<file path="config.mk">
export PLATFORM = sky130hd
export DESIGN_NAME = bitmap_best_fit_allocator
export DESIGN_NICKNAME = d
export VERILOG_FILES = /design/src/rtl/core/bbfa_pkg.sv /design/src/rtl/core/bitmap_best_fit_allocator.sv /design/src/rtl/core/bbfa_ram.sv
export SDC_FILE = /design/constraint.sdc
export NUM_CORES = 1
export LEC_CHECK = 0
export ABC_CLOCK_PERIOD_IN_PS = 6200
export BUFFER_PORTS_ARGS = -buffer_cell sky130_fd_sc_hd__clkbuf_2
export CORE_MARGIN = 2
export CORE_UTILIZATION = 55
export CTS_CLUSTER_DIAMETER = 80
export DETAILED_ROUTE_END_ITERATION = 8
export PLACE_DENSITY = 0.7
export REMOVE_ABC_BUFFERS = 1
export SYNTH_ARGS = -nofsm -noshare
export SYNTH_HDL_FRONTEND = slang
export SYNTH_SLANG_ARGS = --single-unit
</file>
<file path="constraint.sdc">
create_clock -name clock -period 6.2 [get_ports clock]
set_input_delay 1.24 -clock clock [delete_from_list [all_inputs] [get_ports clock]]
set_output_delay 1.24 -clock clock [all_outputs]
set_load 0.01 [all_outputs]
</file>
<file path="src/rtl/core/bbfa_pkg.sv">
// bbfa_pkg: request and response payload types, function and status codes
// for the bitmap best-fit allocator; depends on nothing
package bbfa_pkg;

   // request function codes
   localparam logic FUNC_ALLOC   = 1'b0;
   localparam logic FUNC_RELEASE = 1'b1;

   // response status codes
   localparam logic [1:0] ST_OK    = 2'd0;
   localparam logic [1:0] ST_ZERO  = 2'd1;
   localparam logic [1:0] ST_NOFIT = 2'd2;
   localparam logic [1:0] ST_RANGE = 2'd3;

   // field widths fixed by the request and response formats
   localparam int SIZE_W    = 13;
   localparam int OFFSET_W  = 12;
   localparam int GRANTED_W = 9;

   typedef struct packed {
      logic                func;
      logic [SIZE_W-1:0]   size_bytes;
      logic [OFFSET_W-1:0] block_offset;
   } req_type;

   typedef struct packed {
      logic [1:0]           status;
      logic [OFFSET_W-1:0]  result_offset;
      logic [GRANTED_W-1:0] granted_chunks;
   } rsp_type;

endpackage

</file>
<file path="src/rtl/core/bitmap_best_fit_allocator.sv">
// bitmap_best_fit_allocator: best-fit chunk allocator over a used-chunk bitmap ram
// depends on bbfa_pkg and bbfa_ram
//
// usage: a request transfers on a rising edge with start high and busy low.
// req_item.func selects allocate or release. every request gives exactly one
// response, shown on rsp_item for one cycle with rsp_strobe high; the receiver
// cannot stall it and must take it in that cycle.
// steps: S_DIV turns the byte size and the byte offset into chunk counts
// by reciprocal multiplication, then S_DECIDE picks the path. an allocate
// then scans the bitmap ram one chunk per cycle, picks the best fit in S_PICK,
// writes one chunk per cycle for the granted chunks and loads the response;
// when no run fits it answers with no write. a release skips the scan and
// writes its chunks free. other errors go straight to the response.
// one request is in flight at a time; busy stays high until the response cycle,
// and the next request can transfer in that cycle.
// reset: a clearing pass writes every bitmap entry free with busy high; no
// request is taken during it.
module bitmap_best_fit_allocator #(
   parameter int CHUNK_BYTES = 16,
   parameter int CHUNK_COUNT = 256
) (
   input  logic              clock,
   input  logic              reset,
   input  logic              start,
   output logic              busy,
   input  bbfa_pkg::req_type req_item,
   output logic              rsp_strobe,
   output bbfa_pkg::rsp_type rsp_item
);

   localparam int IW  = $clog2(CHUNK_COUNT);
   localparam int CW  = $clog2(CHUNK_COUNT + 1);
   localparam int SW  = bbfa_pkg::SIZE_W;
   localparam int OW  = bbfa_pkg::OFFSET_W;
   localparam int NW  = ((CW > SW) ? CW : SW) + 1;
   localparam int PW  = IW + SW;
   localparam int QN  = SW + 1;
   localparam int QL  = $clog2(CHUNK_BYTES);
   localparam int QMW = QN + 1;
   localparam int QPW = QN + QMW;

   localparam logic [IW-1:0]  LAST_IDX = IW'(CHUNK_COUNT - 1);
   localparam logic [CW-1:0]  COUNT_N  = CW'(CHUNK_COUNT);
   localparam logic [NW-1:0]  COUNT_NW = NW'(CHUNK_COUNT);
   localparam logic [QN-1:0]  ROUND_UP = QN'(CHUNK_BYTES - 1);
   localparam logic [QMW-1:0] RECIP    =
      QMW'(((1 << (QN + QL)) + CHUNK_BYTES - 1) / CHUNK_BYTES);

   typedef enum logic [7:0] {
      S_CLEAR  = 8'b0000_0001,
      S_IDLE   = 8'b0000_0010,
      S_DIV    = 8'b0000_0100,
      S_DECIDE = 8'b0000_1000,
      S_SCAN   = 8'b0001_0000,
      S_PICK   = 8'b0010_0000,
      S_WRITE  = 8'b0100_0000,
      S_RESP   = 8'b1000_0000
   } state_type;

   state_type state_ff, state_in;

   // request context
   logic                             func_ff, func_in;
   logic [bbfa_pkg::OFFSET_W-1:0]    offs_ff, offs_in;
   logic [SW-1:0]                    need_ff, need_in;
   logic [bbfa_pkg::OFFSET_W-1:0]    first_ff, first_in;
   logic [1:0]                       status_ff, status_in;

   // byte to chunk conversion
   logic [SW-1:0]  dvd_ff, dvd_in;
   logic [QN-1:0]  size_sum;
   logic [QPW-1:0] need_prod;
   logic [QPW-1:0] first_prod;

   // scan
   logic [CW-1:0] issue_ff, issue_in;
   logic          dv_ff, dv_in;
   logic [IW-1:0] data_idx_ff, data_idx_in;
   logic [CW-1:0] run_len_ff, run_len_in;
   logic [IW-1:0] run_start_ff, run_start_in;
   logic          found_ff, found_in;
   logic [CW-1:0] best_len_ff, best_len_in;
   logic [IW-1:0] best_start_ff, best_start_in;
   logic [CW-1:0] cand_len;
   logic [IW-1:0] cand_start;
   logic          cand_close;

   // writer
   logic [IW-1:0] wr_addr_ff, wr_addr_in;
   logic [CW-1:0] remain_ff, remain_in;
   logic          wr_val_ff, wr_val_in;

   // response
   logic              rsp_strobe_ff, rsp_strobe_in;
   bbfa_pkg::rsp_type rsp_ff, rsp_in;
   logic [PW-1:0]     offset_prod;

   // ram ports
   logic          mem_wr_en;
   logic [IW-1:0] mem_wr_addr;
   logic          mem_wr_data;
   logic          mem_rd_en;
   logic [IW-1:0] mem_rd_addr;
   logic          mem_rd_data;

   logic [NW-1:0] rel_end;

   bbfa_ram #(
      .WIDTH (1),
      .DEPTH (CHUNK_COUNT)
   ) u_map_ram (
      .clock   (clock),
      .wr_en   (mem_wr_en),
      .wr_addr (mem_wr_addr),
      .wr_data (mem_wr_data),
      .rd_en   (mem_rd_en),
      .rd_addr (mem_rd_addr),
      .rd_data (mem_rd_data)
   );

   // bytes to chunks by reciprocal multiplication, exact over the operand range
   always_comb begin
      size_sum   = QN'(dvd_ff) + ROUND_UP;
      need_prod  = QPW'(size_sum) * QPW'(RECIP);
      first_prod = QPW'(offs_ff) * QPW'(RECIP);
   end

   // run that closes on the current bitmap bit
   always_comb begin
      cand_close = 1'b0;
      cand_len   = run_len_ff;
      cand_start = run_start_ff;
      if (dv_ff) begin
         if (mem_rd_data) begin
            cand_close = (run_len_ff != '0);
         end else begin
            cand_len   = run_len_ff + CW'(1);
            cand_start = (run_len_ff == '0) ? data_idx_ff : run_start_ff;
            cand_close = (data_idx_ff == LAST_IDX);
         end
      end
   end

   assign rel_end     = NW'(first_ff) + NW'(need_ff);
   assign offset_prod = PW'(best_start_ff) * PW'(CHUNK_BYTES);

   // control and datapath next state
   always_comb begin
      state_in      = state_ff;
      func_in       = func_ff;
      offs_in       = offs_ff;
      need_in       = need_ff;
      first_in      = first_ff;
      status_in     = status_ff;
      dvd_in        = dvd_ff;
      issue_in      = issue_ff;
      dv_in         = 1'b0;
      data_idx_in   = data_idx_ff;
      run_len_in    = run_len_ff;
      run_start_in  = run_start_ff;
      found_in      = found_ff;
      best_len_in   = best_len_ff;
      best_start_in = best_start_ff;
      wr_addr_in    = wr_addr_ff;
      remain_in     = remain_ff;
      wr_val_in     = wr_val_ff;
      rsp_strobe_in = 1'b0;
      rsp_in        = rsp_ff;
      mem_wr_en     = 1'b0;
      mem_wr_addr   = wr_addr_ff;
      mem_wr_data   = wr_val_ff;
      mem_rd_en     = 1'b0;
      mem_rd_addr   = issue_ff[IW-1:0];

      unique case (state_ff)
         // clearing pass after reset
         S_CLEAR: begin
            mem_wr_en   = 1'b1;
            mem_wr_data = 1'b0;
            wr_addr_in  = wr_addr_ff + IW'(1);
            if (wr_addr_ff == LAST_IDX) begin
               state_in = S_IDLE;
            end
         end
         // wait for a request transfer
         S_IDLE: begin
            if (start) begin
               func_in  = req_item.func;
               offs_in  = req_item.block_offset;
               dvd_in   = req_item.size_bytes;
               state_in = S_DIV;
            end
         end
         // size to chunks (rounded up) and offset to first chunk
         S_DIV: begin
            need_in  = SW'(need_prod >> (QN + QL));
            first_in = OW'(first_prod >> (QN + QL));
            state_in = S_DECIDE;
         end
         // pick the path for this request
         S_DECIDE: begin
            status_in = bbfa_pkg::ST_OK;
            if (func_ff == bbfa_pkg::FUNC_ALLOC) begin
               if (need_ff == '0) begin
                  status_in = bbfa_pkg::ST_ZERO;
                  state_in  = S_RESP;
               end else begin
                  issue_in   = '0;
                  run_len_in = '0;
                  found_in   = 1'b0;
                  state_in   = S_SCAN;
               end
            end else begin
               if (rel_end > COUNT_NW) begin
                  status_in = bbfa_pkg::ST_RANGE;
                  state_in  = S_RESP;
               end else if (need_ff == '0) begin
                  state_in = S_RESP;
               end else begin
                  wr_addr_in = IW'(first_ff);
                  remain_in  = CW'(need_ff);
                  wr_val_in  = 1'b0;
                  state_in   = S_WRITE;
               end
            end
         end
         // walk the bitmap, tracking free runs and the best fit
         S_SCAN: begin
            if (issue_ff < COUNT_N) begin
               mem_rd_en   = 1'b1;
               issue_in    = issue_ff + CW'(1);
               dv_in       = 1'b1;
               data_idx_in = issue_ff[IW-1:0];
            end
            if (dv_ff) begin
               if (mem_rd_data) begin
                  run_len_in = '0;
               end else begin
                  run_len_in   = cand_len;
                  run_start_in = cand_start;
               end
               if (cand_close && (NW'(cand_len) >= NW'(need_ff)) &&
                   (!found_ff || (cand_len < best_len_ff))) begin
                  found_in      = 1'b1;
                  best_len_in   = cand_len;
                  best_start_in = cand_start;
               end
               if (data_idx_ff == LAST_IDX) begin
                  state_in = S_PICK;
               end
            end
         end
         // mark the chosen run or report no fit
         S_PICK: begin
            if (found_ff) begin
               wr_addr_in = best_start_ff;
               remain_in  = CW'(need_ff);
               wr_val_in  = 1'b1;
               state_in   = S_WRITE;
            end else begin
               status_in = bbfa_pkg::ST_NOFIT;
               state_in  = S_RESP;
            end
         end
         // one chunk written per cycle
         S_WRITE: begin
            mem_wr_en  = 1'b1;
            wr_addr_in = wr_addr_ff + IW'(1);
            remain_in  = remain_ff - CW'(1);
            if (remain_ff == CW'(1)) begin
               state_in = S_RESP;
            end
         end
         // load the response register
         S_RESP: begin
            rsp_strobe_in         = 1'b1;
            rsp_in.status         = status_ff;
            rsp_in.result_offset  = '0;
            rsp_in.granted_chunks = '0;
            if (status_ff == bbfa_pkg::ST_OK) begin
               rsp_in.granted_chunks = need_ff[bbfa_pkg::GRANTED_W-1:0];
               if (func_ff == bbfa_pkg::FUNC_ALLOC) begin
                  rsp_in.result_offset = offset_prod[bbfa_pkg::OFFSET_W-1:0];
               end
            end
            state_in = S_IDLE;
         end
         default: begin
            state_in = S_IDLE;
         end
      endcase
   end

   // control registers
   always_ff @(posedge clock) begin
      if (reset) begin
         state_ff      <= S_CLEAR;
         wr_addr_ff    <= '0;
         rsp_strobe_ff <= 1'b0;
         dv_ff         <= 1'b0;
      end else begin
         state_ff      <= state_in;
         wr_addr_ff    <= wr_addr_in;
         rsp_strobe_ff <= rsp_strobe_in;
         dv_ff         <= dv_in;
      end
   end

   // datapath registers
   always_ff @(posedge clock) begin
      func_ff       <= func_in;
      offs_ff       <= offs_in;
      need_ff       <= need_in;
      first_ff      <= first_in;
      status_ff     <= status_in;
      dvd_ff        <= dvd_in;
      issue_ff      <= issue_in;
      data_idx_ff   <= data_idx_in;
      run_len_ff    <= run_len_in;
      run_start_ff  <= run_start_in;
      found_ff      <= found_in;
      best_len_ff   <= best_len_in;
      best_start_ff <= best_start_in;
      remain_ff     <= remain_in;
      wr_val_ff     <= wr_val_in;
      rsp_ff        <= rsp_in;
   end

   assign busy       = (state_ff != S_IDLE);
   assign rsp_strobe = rsp_strobe_ff;
   assign rsp_item   = rsp_ff;

`ifndef NO_ASSERTIONS
   // a response strobe lasts exactly one cycle
   a_strobe_single: assert property (@(posedge clock) disable iff (reset)
      rsp_strobe |=> !rsp_strobe)
      else $error("response strobe held longer than one cycle");

   // a request transfer makes the block busy
   a_accept_busy: assert property (@(posedge clock) disable iff (reset)
      (start && !busy) |=> busy)
      else $error("block not busy after request transfer");

   // the bitmap is never written while it is being scanned
   a_no_write_in_scan: assert property (@(posedge clock) disable iff (reset)
      (state_ff == S_SCAN) |-> !mem_wr_en)
      else $error("bitmap write during scan");

   // a response only follows the response state
   a_strobe_source: assert property (@(posedge clock) disable iff (reset)
      rsp_strobe |-> $past(state_ff == S_RESP))
      else $error("response strobe without response state");
`endif

endmodule

</file>
<file path="src/rtl/core/bbfa_ram.sv">
// bbfa_ram: generic simple dual-port ram, one write and one registered read port
// depends on nothing
module bbfa_ram #(
   parameter int WIDTH = 1,
   parameter int DEPTH = 256
) (
   input  logic                     clock,
   input  logic                     wr_en,
   input  logic [$clog2(DEPTH)-1:0] wr_addr,
   input  logic [WIDTH-1:0]         wr_data,
   input  logic                     rd_en,
   input  logic [$clog2(DEPTH)-1:0] rd_addr,
   output logic [WIDTH-1:0]         rd_data
);

   logic [WIDTH-1:0] mem_ff [DEPTH];

   // write port
   always_ff @(posedge clock) begin
      if (wr_en) begin
         mem_ff[wr_addr] <= wr_data;
      end
   end

   // registered read port
   always_ff @(posedge clock) begin
      if (rd_en) begin
         rd_data <= mem_ff[rd_addr];
      end
   end

endmodule
</file>
-- Yosys cells after proc, flatten, opt, wreduce, memory -nomap -nowiden
Memory sizes are Yosys's and may differ from the RTL's. A register that Yosys moved wholly into a read port is not among the register bits.
Cells that the tools add are included.
- add/subtract/negate cells: 6
- $lt $le $gt $ge: 4
- equality and inequality tests: 25
- muxes and demuxes: 55
- reduce and logical (&&, ||, !) cells: 26
- bitwise operators: 2
- operator list (operator ; number):
    $mux 8 ; 16
    $mux 9 ; 11
    $pmux 8 s7 ; 1
    $pmux 9 s2 ; 2
    $pmux 9 s3 ; 1
    $ne 2x2->1 const B ; 13
    $reduce_and 5->1 ; 5
    $eq 8x8->1 const B ; 3
    $pmux 8 s3 ; 1
    $add 9x1->9 const B ; 2
    $mux 1 ; 17
    $add 13x4->14 const B ; 1
    $logic_not 13->1 ; 1
    $add 8x10->11 ; 1
    $gt 11x9->1 const B ; 1
    $ge 9x10->1 ; 1
    $eq 9x1->1 const B ; 1
    $logic_not 9->1 ; 1
    $lt 9x9->1 ; 1
    $lt 9x9->1 const B ; 1
    $reduce_bool 9->1 ; 1
    $sub 9x1->9 const B ; 1
    $add 8x1->8 const B ; 1
    $eq 8x1->1 const B ; 1
    21 further kinds ; 33
- bits in writable memories: 256
- output and inout port bits: 25
- logic and storage cells: 142
- memories: 1
- register bits: 149
- bits of input ports: 29
- memories (memory ; depth ; bits a word ; rd ports ; clocked after Yosys merged registers in ; wr ports ; RTL line ; text):
    u_map_ram.mem_ff ; 256 ; 1 ; 1 ; 1 ; 1 ; bbfa_ram.sv:16 ; logic [WIDTH-1:0] mem_ff [DEPTH];

-- Depth between registers and ports, before layout
Gate-level depths: netlist of the first run.
- depth after elaboration: 9
- depth in mapped cells: 12

-- Modules after synthesis
Synthesis of the first run repeated with hierarchy kept, for this count alone.
- cell total of the unflattened synthesis: 1341
- area total of the unflattened synthesis: 17878.4 µm²
- modules (own cells, without submodules) (module ; area an instance (µm²) ; cells an instance ; instances):
    bbfa_ram ; 11138.2 ; 788 ; 1
    bitmap_best_fit_allocator ; 6740.2 ; 553 ; 1

-- Worst setup path after synthesis of the first run
OpenSTA, ideal clock, no wires.
- path type: register -> register
- start point: register state_ff[2]
- end point: memory u_map_ram.mem_ff[0] (data pin)
- setup slack: 1.388 ns
- stages on the path, launching flop included: 5
- path buffers: 0
- required time: 5.330 ns
- arrival time: 3.942 ns
- clock period less this slack: 4.812 ns
- cells stage by stage: dfxtp_1 -> nor2_1 -> and3_1 -> nand2_1 -> and2_1
- longest elaborated chain between the ends: 2
- ends and longest elaborated chain (item ; RTL line ; text):
    start, declared ; bitmap_best_fit_allocator.sv:60 ; state_type state_ff, state_in;
    start signal, assigned ; bitmap_best_fit_allocator.sv:302 ; state_ff <= state_in;
    $eq 8x1->1 ; bitmap_best_fit_allocator.sv:175 ; unique case (state_ff)
    $mux 1 ; bitmap_best_fit_allocator.sv:175 ;
    via mem_wr_data ; bitmap_best_fit_allocator.sv:101 ; logic mem_wr_data;
    end, declared ; bbfa_ram.sv:16 ;
The timed path passes the listed nets, and every way through them passes these cells.

-- Final worst setup path of the first run
- start point: register u_map_ram.rd_data (read register of u_map_ram.mem_ff)
- end point: register best_start_ff[2] (enable)
- longest elaborated chain between the ends: 6
- ends and longest elaborated chain (item ; RTL line ; text):
    start, declared ; bbfa_ram.sv:13 ; output logic [WIDTH-1:0] rd_data
    $mux 9 * ; bitmap_best_fit_allocator.sv:134 ; if (mem_rd_data) begin
    $mux 9 * ; bitmap_best_fit_allocator.sv:133 ; if (dv_ff) begin
    via cand_len[8] ; bitmap_best_fit_allocator.sv:84 ; logic [CW-1:0] cand_len;
    $ge 9x10->1 or $lt 9x9->1 (tied branches) ; bitmap_best_fit_allocator.sv:242, bitmap_best_fit_allocator.sv:243 ;
    $logic_and 1x1->1 or $logic_or 1x1->1 (tied branches) ; bitmap_best_fit_allocator.sv:242, bitmap_best_fit_allocator.sv:243 ;
    $logic_and 1x1->1 * ; bitmap_best_fit_allocator.sv:242 ; if (cand_close && (NW'(cand_len) >= NW'(need_ff)) &&
    $reduce_and 3->1 (no line) * ; -- ;
    end signal, assigned ; bitmap_best_fit_allocator.sv:323 ; best_start_ff <= best_start_in;
    end, declared ; bitmap_best_fit_allocator.sv:83 ; logic [IW-1:0] best_start_ff, best_start_in;
The timed path passes the listed nets; every way through them passes the cells marked *.
A chain may end at the register's enable or synchronous reset.

==> impl_metrics.py, run 1 <==
metrics = {
    "outcome": {
        "status": "completed",
    },
    "floorplanning": {
        "ios": 54,
        "die_h_um": 185,
        "die_area_mm2": 0.03423,
        "core_mm2": 0.03237,
        "rows": 66,
        "dieWidth_um": 185,
        "start_util_pct": 55.66,
    },
    "clocking": {
        "clk_pin_slew_ns": 0.06,
        "cts_resized": 0,
        "cts_sinks": 398,
        "cts_tree": "yes",
        "cts_made_buffers": 41,
        "cts_hold_buf": 0,
        "cts_root_buffer": "clkbuf_16",
        "cts.path.max_buffers": 3,
        "insertion_delay_ns": 0.53,
        "post-cts-setup-buffers": 0,
        "htreeDepth": 2,
    },
    "worst_setup_path": {
        "crit_path_start": "u_map_ram.rd_data",
        "cp_num_cells": 12,
        "endpoint": "best_start_ff[2]",
        "path_buf_inv": 1,
        "worst-r2r-setup-slack_ns": 2.44,
        "worstSetupPathType": "reg -> reg",
        "cpPeakStageDelay_ns": 0.58,
        "crit_required_ns": 6.41,
        "worstPathCellList": "nor2b_1, nand2_1, nor2_1, nand3_1, xnor2_1, ha_1, nor2b_1, o21ai_0, o21ai_0, or4_1, nor3_2, buf_4",
        "cp_top_family": "simple AND/OR/NAND/NOR gates",
        "endpoint_kind": "register",
        "worstSetupStartpointType": "register",
        "cp.arrival_ns": 3.97,
        "worstRegToRegCells": 12,
        "r2r_end": "best_start_ff[2]",
        "crit_fanout": 17,
        "reg2reg_from": "u_map_ram.rd_data",
        "critPathSlowestCell": "edfxtp_1",
    },
    "layout": {
        "n_antenna_cell": 0,
        "fill_cells": 2493,
        "final_layout_size_suffix_gt1_share_pct": 15.61,
        "final_cell_mix": "380 x edfxtp_1, 313 x nor2_1, 72 x mux4_2",
        "final_common_cell": "edfxtp_1",
        "syn_to_final_growth_pct": 10.17,
        "fin_nets": 1405,
    },
    "logic_synthesis": {
        "synth.distinct_cells": 64,
        "ys_warn_count": 0,
        "synth_edf_count": 380,
        "syn_inst": 1318,
        "synth-seq-cells": 398,
        "synth_flop_cell": "edfxtp_1",
        "ys_seq_area_share_pct": 65.33,
        "syn_area_mm2": 0.01802,
        "synth.avg_cell_area_um2": 13.67,
        "async_flop_share_pct": 0,
    },
    "detailed_routing": {
        "vias": 10703,
        "ant_nets": 0,
        "drt_iter0_drc": 1042,
        "routed_wl_um": 38160,
        "firstDrtPassIters": 7,
        "viasPerCell": 5.903,
        "drc_errors": 0,
        "wl_per_cell_um": 21.05,
    },
    "job": {
        "cap_violations": 0,
    },
    "global_routing": {
        "antenna_found_initial": 0,
        "grt_pass1_vias": 10586,
        "grt_max_degree": 142,
        "grt_use_total_pct": 22.92,
        "grt_pass1_wl_um": 58990,
        "grt_overflow": 0,
    },
    "sta": {
        "fin_crit_sh_pct": 60.58,
        "worstMarginPinSlew_ns": 1.219,
        "hold_viol": 0,
        "fin_crit_ns": 3.756,
        "whs_ns": 0.4189,
        "fin_setup_tns_ns": 0,
        "rsz0062_at_grt": "no",
        "fin_skew_ns": 0.01533,
        "setup_viol": 0,
        "report.final.slew_viol_count": 0,
        "fmax_mhz": 266.2,
        "slew_headroom_pct": 18.73,
    },
    "placed_design": {
        "io_buffers": 45,
        "place.gp.congestion": 0.8475,
        "hpwlAfterDp_um": 23440,
    },
    "power_and_ir_drop": {
        "powerDensity_mw_per_mm2": 282.1,
        "peakVddDrop_mv": 0.2194,
        "leakagePower_nw": 6.605,
    },
    "min_path": {
        "hold_path_class": "reg -> reg",
        "hold_depth": 0,
    },
}
[routing by layer]
layer,track usage [%],vias to the layer above,share of wire (%)
li1,-,4890,-
met1,32.22,5397,42
met2,37.53,348,49
met3,3.618,68,7.0
met4,6.444,0,2.1
met5,0,-,0
[Yosys cell counts, types with 4 or more instances]
cell / instances / area (µm²)
a211oi_1: 6 / 45.04
a21oi_1: 26 / 130.1
a221oi_1: 6 / 52.55
and2_1: 12 / 75.07
and3_1: 7 / 43.79
buf_1: 8 / 30.03
buf_2: 11 / 55.05
buf_4: 5 / 37.54
clkbuf_1: 56 / 210.2
dfxtp_1: 18 / 360.4
edfxtp_1: 380 / 11410
ha_1: 34 / 425.4
inv_1: 36 / 135.1
mux2_2: 9 / 101.4
mux2i_1: 15 / 150.1
mux4_2: 72 / 1622
nand2_1: 53 / 198.9
nand2b_1: 7 / 43.79
nand3_1: 37 / 185.2
nand3b_1: 7 / 52.55
nand4_1: 6 / 37.54
nor2_1: 314 / 1179
nor2b_1: 17 / 106.4
nor3_1: 19 / 95.09
nor3b_1: 13 / 97.59
nor4b_1: 4 / 35.03
o21a_1: 7 / 52.55
o21ai_0: 28 / 140.1
o21ai_1: 6 / 30.03
o31ai_1: 4 / 30.03
or2_2: 6 / 37.54
or4_1: 5 / 37.54
xnor2_1: 23 / 201.4
xor2_1: 14 / 122.6
[state kept, by name (all words and copies together), names as in the netlist]
register,cells
mem_wr_addr,8
u_map_ram.rd_data,1
remain_ff,9
data_idx_ff,8
run_len_ff,9
need_ff,10
status_ff,2
first_ff,8
dv_ff,1
found_ff,1
best_start_ff,8
func_ff,1
best_len_ff,9
offs_ff,8
run_start_ff,8
wr_val_ff,1
rsp_strobe,1
rsp_item,19
state_ff,8
issue_ff,9
dvd_ff,13
u_map_ram.mem_ff,256
[cells by family (layout without fill, tap and decap cells)]
logic type / Yosys count / after routing / synth area share [%]
adders and majority gates: 35 / 35 / 2.472
buffers and inverters: 117 / 167 / 2.625
and+or+nand+nor: 518 / 518 / 12.89
muxes: 98 / 98 / 10.56
xor gates and xnor gates: 37 / 37 / 1.798
DFF: 398 / 398 / 65.33
AOI/OAI and AO/OA: 114 / 114 / 4.305
other: 1 / 4 / 0.02081
[worst register-to-register path: stages, from the launching register on]
cell and delay (ns):
edfxtp_1 0.58, nor2b_1 0.35, nand2_1 0.14, nor2_1 0.26, nand3_1 0.14, xnor2_1 0.35, ha_1 0.32, nor2b_1 0.13
o21ai_0 0.17, o21ai_0 0.13, or4_1 0.46, nor3_2 0.12, buf_4 0.27
[area by class of cell]
| cell class | instances | area [µm²] | area share (%) |
|---|---|---|---|
| inverters | 36 | 135.1 | 0.6807 |
| repair buffers | 58 | 322.8 | 1.626 |
| clock buffers | 55 | 1131 | 5.698 |
| clock inverters | 18 | 137.6 | 0.6933 |
| well taps | 442 | 553.0 | 2.786 |
| flip-flops and latches | 398 | 11770 | 59.30 |
| multi-input cells | 806 | 5801 | 29.22 |
[power breakdown]
part           internal, mW  total [mW]  leakage [nW]  switching [mW]
clock                  1.36        2.35         0.613           0.990
sequential             2.93        2.95          3.64          0.0259
combinational        0.0674       0.294          2.35           0.227
total                  4.36        5.60          6.61            1.24
[stage by stage]
stage                     total power, mW  std cells  cell area (µm²)  setup WS (ns)  utilization (%)
after floorplan                     3.183       1240            17690          1.388                -
after global placement              3.296       1740            18580          2.529            57.41
after detailed placement            3.303       1740            18580          2.493            57.41
after CTS                           5.617       1813            19850          2.480            61.32
after global routing                5.757       1813            19850          2.269            61.32
final                               5.601       1813            19850          2.444            61.32
[worst min-delay path by stage]
stage / startpoint / endpoint / slack (ns)
after global placement: offs_ff[5] / first_ff[1] / 0.40
after detailed placement: offs_ff[5] / first_ff[1] / 0.41
after global routing: offs_ff[5] / first_ff[1] / 0.42
after CTS: offs_ff[7] / first_ff[3] / 0.42
after floorplan: offs_ff[4] / first_ff[0] / 0.40
final: offs_ff[5] / first_ff[1] / 0.42
No activity file was read; power rests on OpenSTA's default activity.
==> inputs of run 2 (changes only) <==
--- a/config.mk
+++ b/config.mk
@@ -5,13 +5,13 @@
 export SDC_FILE = /design/constraint.sdc
 export NUM_CORES = 1
 export LEC_CHECK = 0
-export ABC_CLOCK_PERIOD_IN_PS = 6200
+export ABC_CLOCK_PERIOD_IN_PS = 3300
 export BUFFER_PORTS_ARGS = -buffer_cell sky130_fd_sc_hd__clkbuf_2
 export CORE_MARGIN = 2
 export CORE_UTILIZATION = 55
 export CTS_CLUSTER_DIAMETER = 80
 export DETAILED_ROUTE_END_ITERATION = 8
-export PLACE_DENSITY = 0.7
+export PLACE_DENSITY = 0.73
 export REMOVE_ABC_BUFFERS = 1
 export SYNTH_ARGS = -nofsm -noshare
 export SYNTH_HDL_FRONTEND = slang
==> constraint.sdc (replaced) <==
create_clock -name clock -period 3.3 [get_ports clock]
set_input_delay 0.66 -clock clock [delete_from_list [all_inputs] [get_ports clock]]
set_output_delay 0.66 -clock clock [all_outputs]
set_load 0.01 [all_outputs]
==> run 2 against run 1 <==
Via count grew 2.2%. Cell area grew 2.0%. Cell count grew 1.6%. Register-to-register slack lost 2.2 ns. Non-clock buffer count grew 30. Die area is the same. First-iteration DRC count grew 16%. Wire length grew 0.97%. Combinational power grew 100%. Highest routed layer unchanged.
==> impl_metrics.py, run 2 (synthesis results as in run 1) <==
metrics = {
    "placed_design": {
        "dp_slack_ns": -0.04406,
        "dp_cells": 1770,
        "io_buffers": 45,
        "place_area_mm2": 0.01890,
        "hpwlAfterDp_um": 24370,
        "place.gp.congestion": 0.8409,
    },
    "detailed_routing": {
        "drt_iter0_drc": 1208,
        "ant_nets": 0,
        "vias": 10943,
        "routed_wl_um": 38530,
        "firstDrtPassIters": 5,
        "wl_per_cell_um": 20.92,
        "viasPerCell": 5.941,
        "drc_errors": 0,
    },
    "floorplanning": {
        "ios": 54,
        "start_util_pct": 55.66,
        "die_area_mm2": 0.03423,
        "core_mm2": 0.03237,
        "rows": 66,
        "dieWidth_um": 185,
        "die_h_um": 185,
    },
    "global_routing": {
        "grt.busiest_layer": "met2",
        "grt_use_total_pct": 23.05,
        "grt_pass1_vias": 10810,
        "grt_overflow": 0,
        "antenna_found_initial": 0,
        "grtUsageMet2_pct": 37.96,
        "grt_pass1_wl_um": 59430,
        "use_met1_pct": 31.44,
        "grt_max_degree": 74,
        "use_met3_pct": 4.129,
    },
    "clocking": {
        "cts_hold_buf": 0,
        "insertion_delay_ns": 0.55,
        "cts.path.max_buffers": 3,
        "cts_tree": "yes",
        "cts_made_buffers": 41,
        "cts_sinks": 398,
        "htreeDepth": 2,
        "cts_root_buffer": "clkbuf_16",
        "clk_pin_slew_ns": 0.06,
    },
    "sta": {
        "fin_setup_tns_ns": 0,
        "fin_crit_sh_pct": 92.95,
        "setup_ws_ns": 0.2325,
        "slew_headroom_pct": 18.98,
        "report.final.slew_viol_count": 0,
        "worstMarginPinSlew_ns": 1.203,
        "fin_crit_ns": 3.067,
        "rsz0062_at_grt": "no",
        "fmax_mhz": 326.0,
        "whs_ns": 0.2878,
        "fin_skew_ns": 0.02632,
        "setup_viol": 0,
        "hold_viol": 0,
    },
    "worst_setup_path": {
        "worstPathCellList": "nor2b_2, nand2_1, nor2_2, nand3_1, xnor2_2, ha_1, nor2b_1, o21ai_0, o21ai_0, or4_1, nor3_2, buf_6",
        "cpPeakStageDelay_ns": 0.46,
        "crit_required_ns": 3.54,
        "crit_fanout": 17,
        "endpoint_kind": "register",
        "path_buf_inv": 1,
        "crit_top_cell": "o21ai_0",
        "critPathSlowestCell": "or4_1",
        "cp_top_family": "simple AND/OR/NAND/NOR gates",
        "cp.arrival_ns": 3.31,
        "worstSetupStartpointType": "register",
        "worstSetupPathType": "reg -> reg",
    },
    "layout": {
        "largest_register_ffs": 256,
        "multiInputGateArea_mm2": 0.005826,
        "fill_cells": 2442,
        "fin_nets": 1435,
        "final_util_pct": 62.55,
        "final_common_cell": "edfxtp_1",
        "fin_area_mm2": 0.02025,
        "syn_to_final_growth_pct": 12.38,
        "n_antenna_cell": 0,
        "regArea_mm2": 0.01177,
        "stdcell_count": 1842,
        "final_layout_size_suffix_gt1_share_pct": 18.14,
        "final_cell_mix": "380 x edfxtp_1, 312 x nor2_1, 72 x mux4_2",
        "top_register": "u_map_ram.mem_ff",
    },
    "outcome": {
        "status": "completed",
    },
    "power_and_ir_drop": {
        "totalPowerFinal_mw": 10.71,
        "switching_share_pct": 22.33,
        "pwr-share-seq_pct": 51.8,
        "leakagePower_nw": 6.815,
        "p_comb_share_pct": 5.5,
        "switchingPower_mw": 2.392,
        "clkPwrFrac_pct": 42.6,
        "peakVddDrop_mv": 0.3134,
        "intPower_mw": 8.321,
        "powerDensity_mw_per_mm2": 529.1,
    },
    "job": {
        "cap_violations": 0,
    },
    "min_path": {
        "hold_path_class": "in -> reg",
    },
}
## run 2: metal layers
layer / wire (µm) / vias up
met3: 3039 / 91
met4: 1123 / 0
met5: 0 / -
met1: 15730 / 5456
met2: 18650 / 446
li1: - / 4950
## run 2: layout make-up
cell class | count | share of cell area (%)
Clock buffer | 52 | 5.369
Clock inverter | 20 | 1.174
Inverter | 36 | 0.6673
Multi-Input combinational cell | 806 | 28.77
Sequential cell | 398 | 58.13
Tap cell | 442 | 2.731
Timing Repair Buffer | 88 | 3.157
## run 2: path summary, 6_finish.rpt
path / startpoint / endpoint / slack (ns) / cells past startpoint
worst max-delay path: u_map_ram.rd_data / best_start_ff[6] / 0.23 / 12
worst min-delay path: req_item[25] / func_ff / 0.29 / 1
worst max register to register: u_map_ram.rd_data / best_start_ff[6] / 0.23 / 12
worst min register to register: offs_ff[9] / first_ff[5] / 0.41 / 0
## run 2: power groups by stage
stage	Sequential, mW	Combinational (mW)	Clock, mW
2_1_floorplan	5.64	0.340	0
3_3_place_gp	5.65	0.575	0
3_5_place_dp	5.66	0.589	0
4_1_cts	5.55	0.592	4.65
5_1_grt	5.55	0.647	4.82
6_report	5.55	0.594	4.57
## run 2: timing repair
| item | 4_1_cts | 5_1_grt |
|---|---|---|
| gates cloned | 0 | 0 |
| buffers inserted | 0 | 0 |
| endpoints found under the setup margin | 17 | 20 |
| pin swaps | 0 | 0 |
| resized for setup | 2 | 4 |
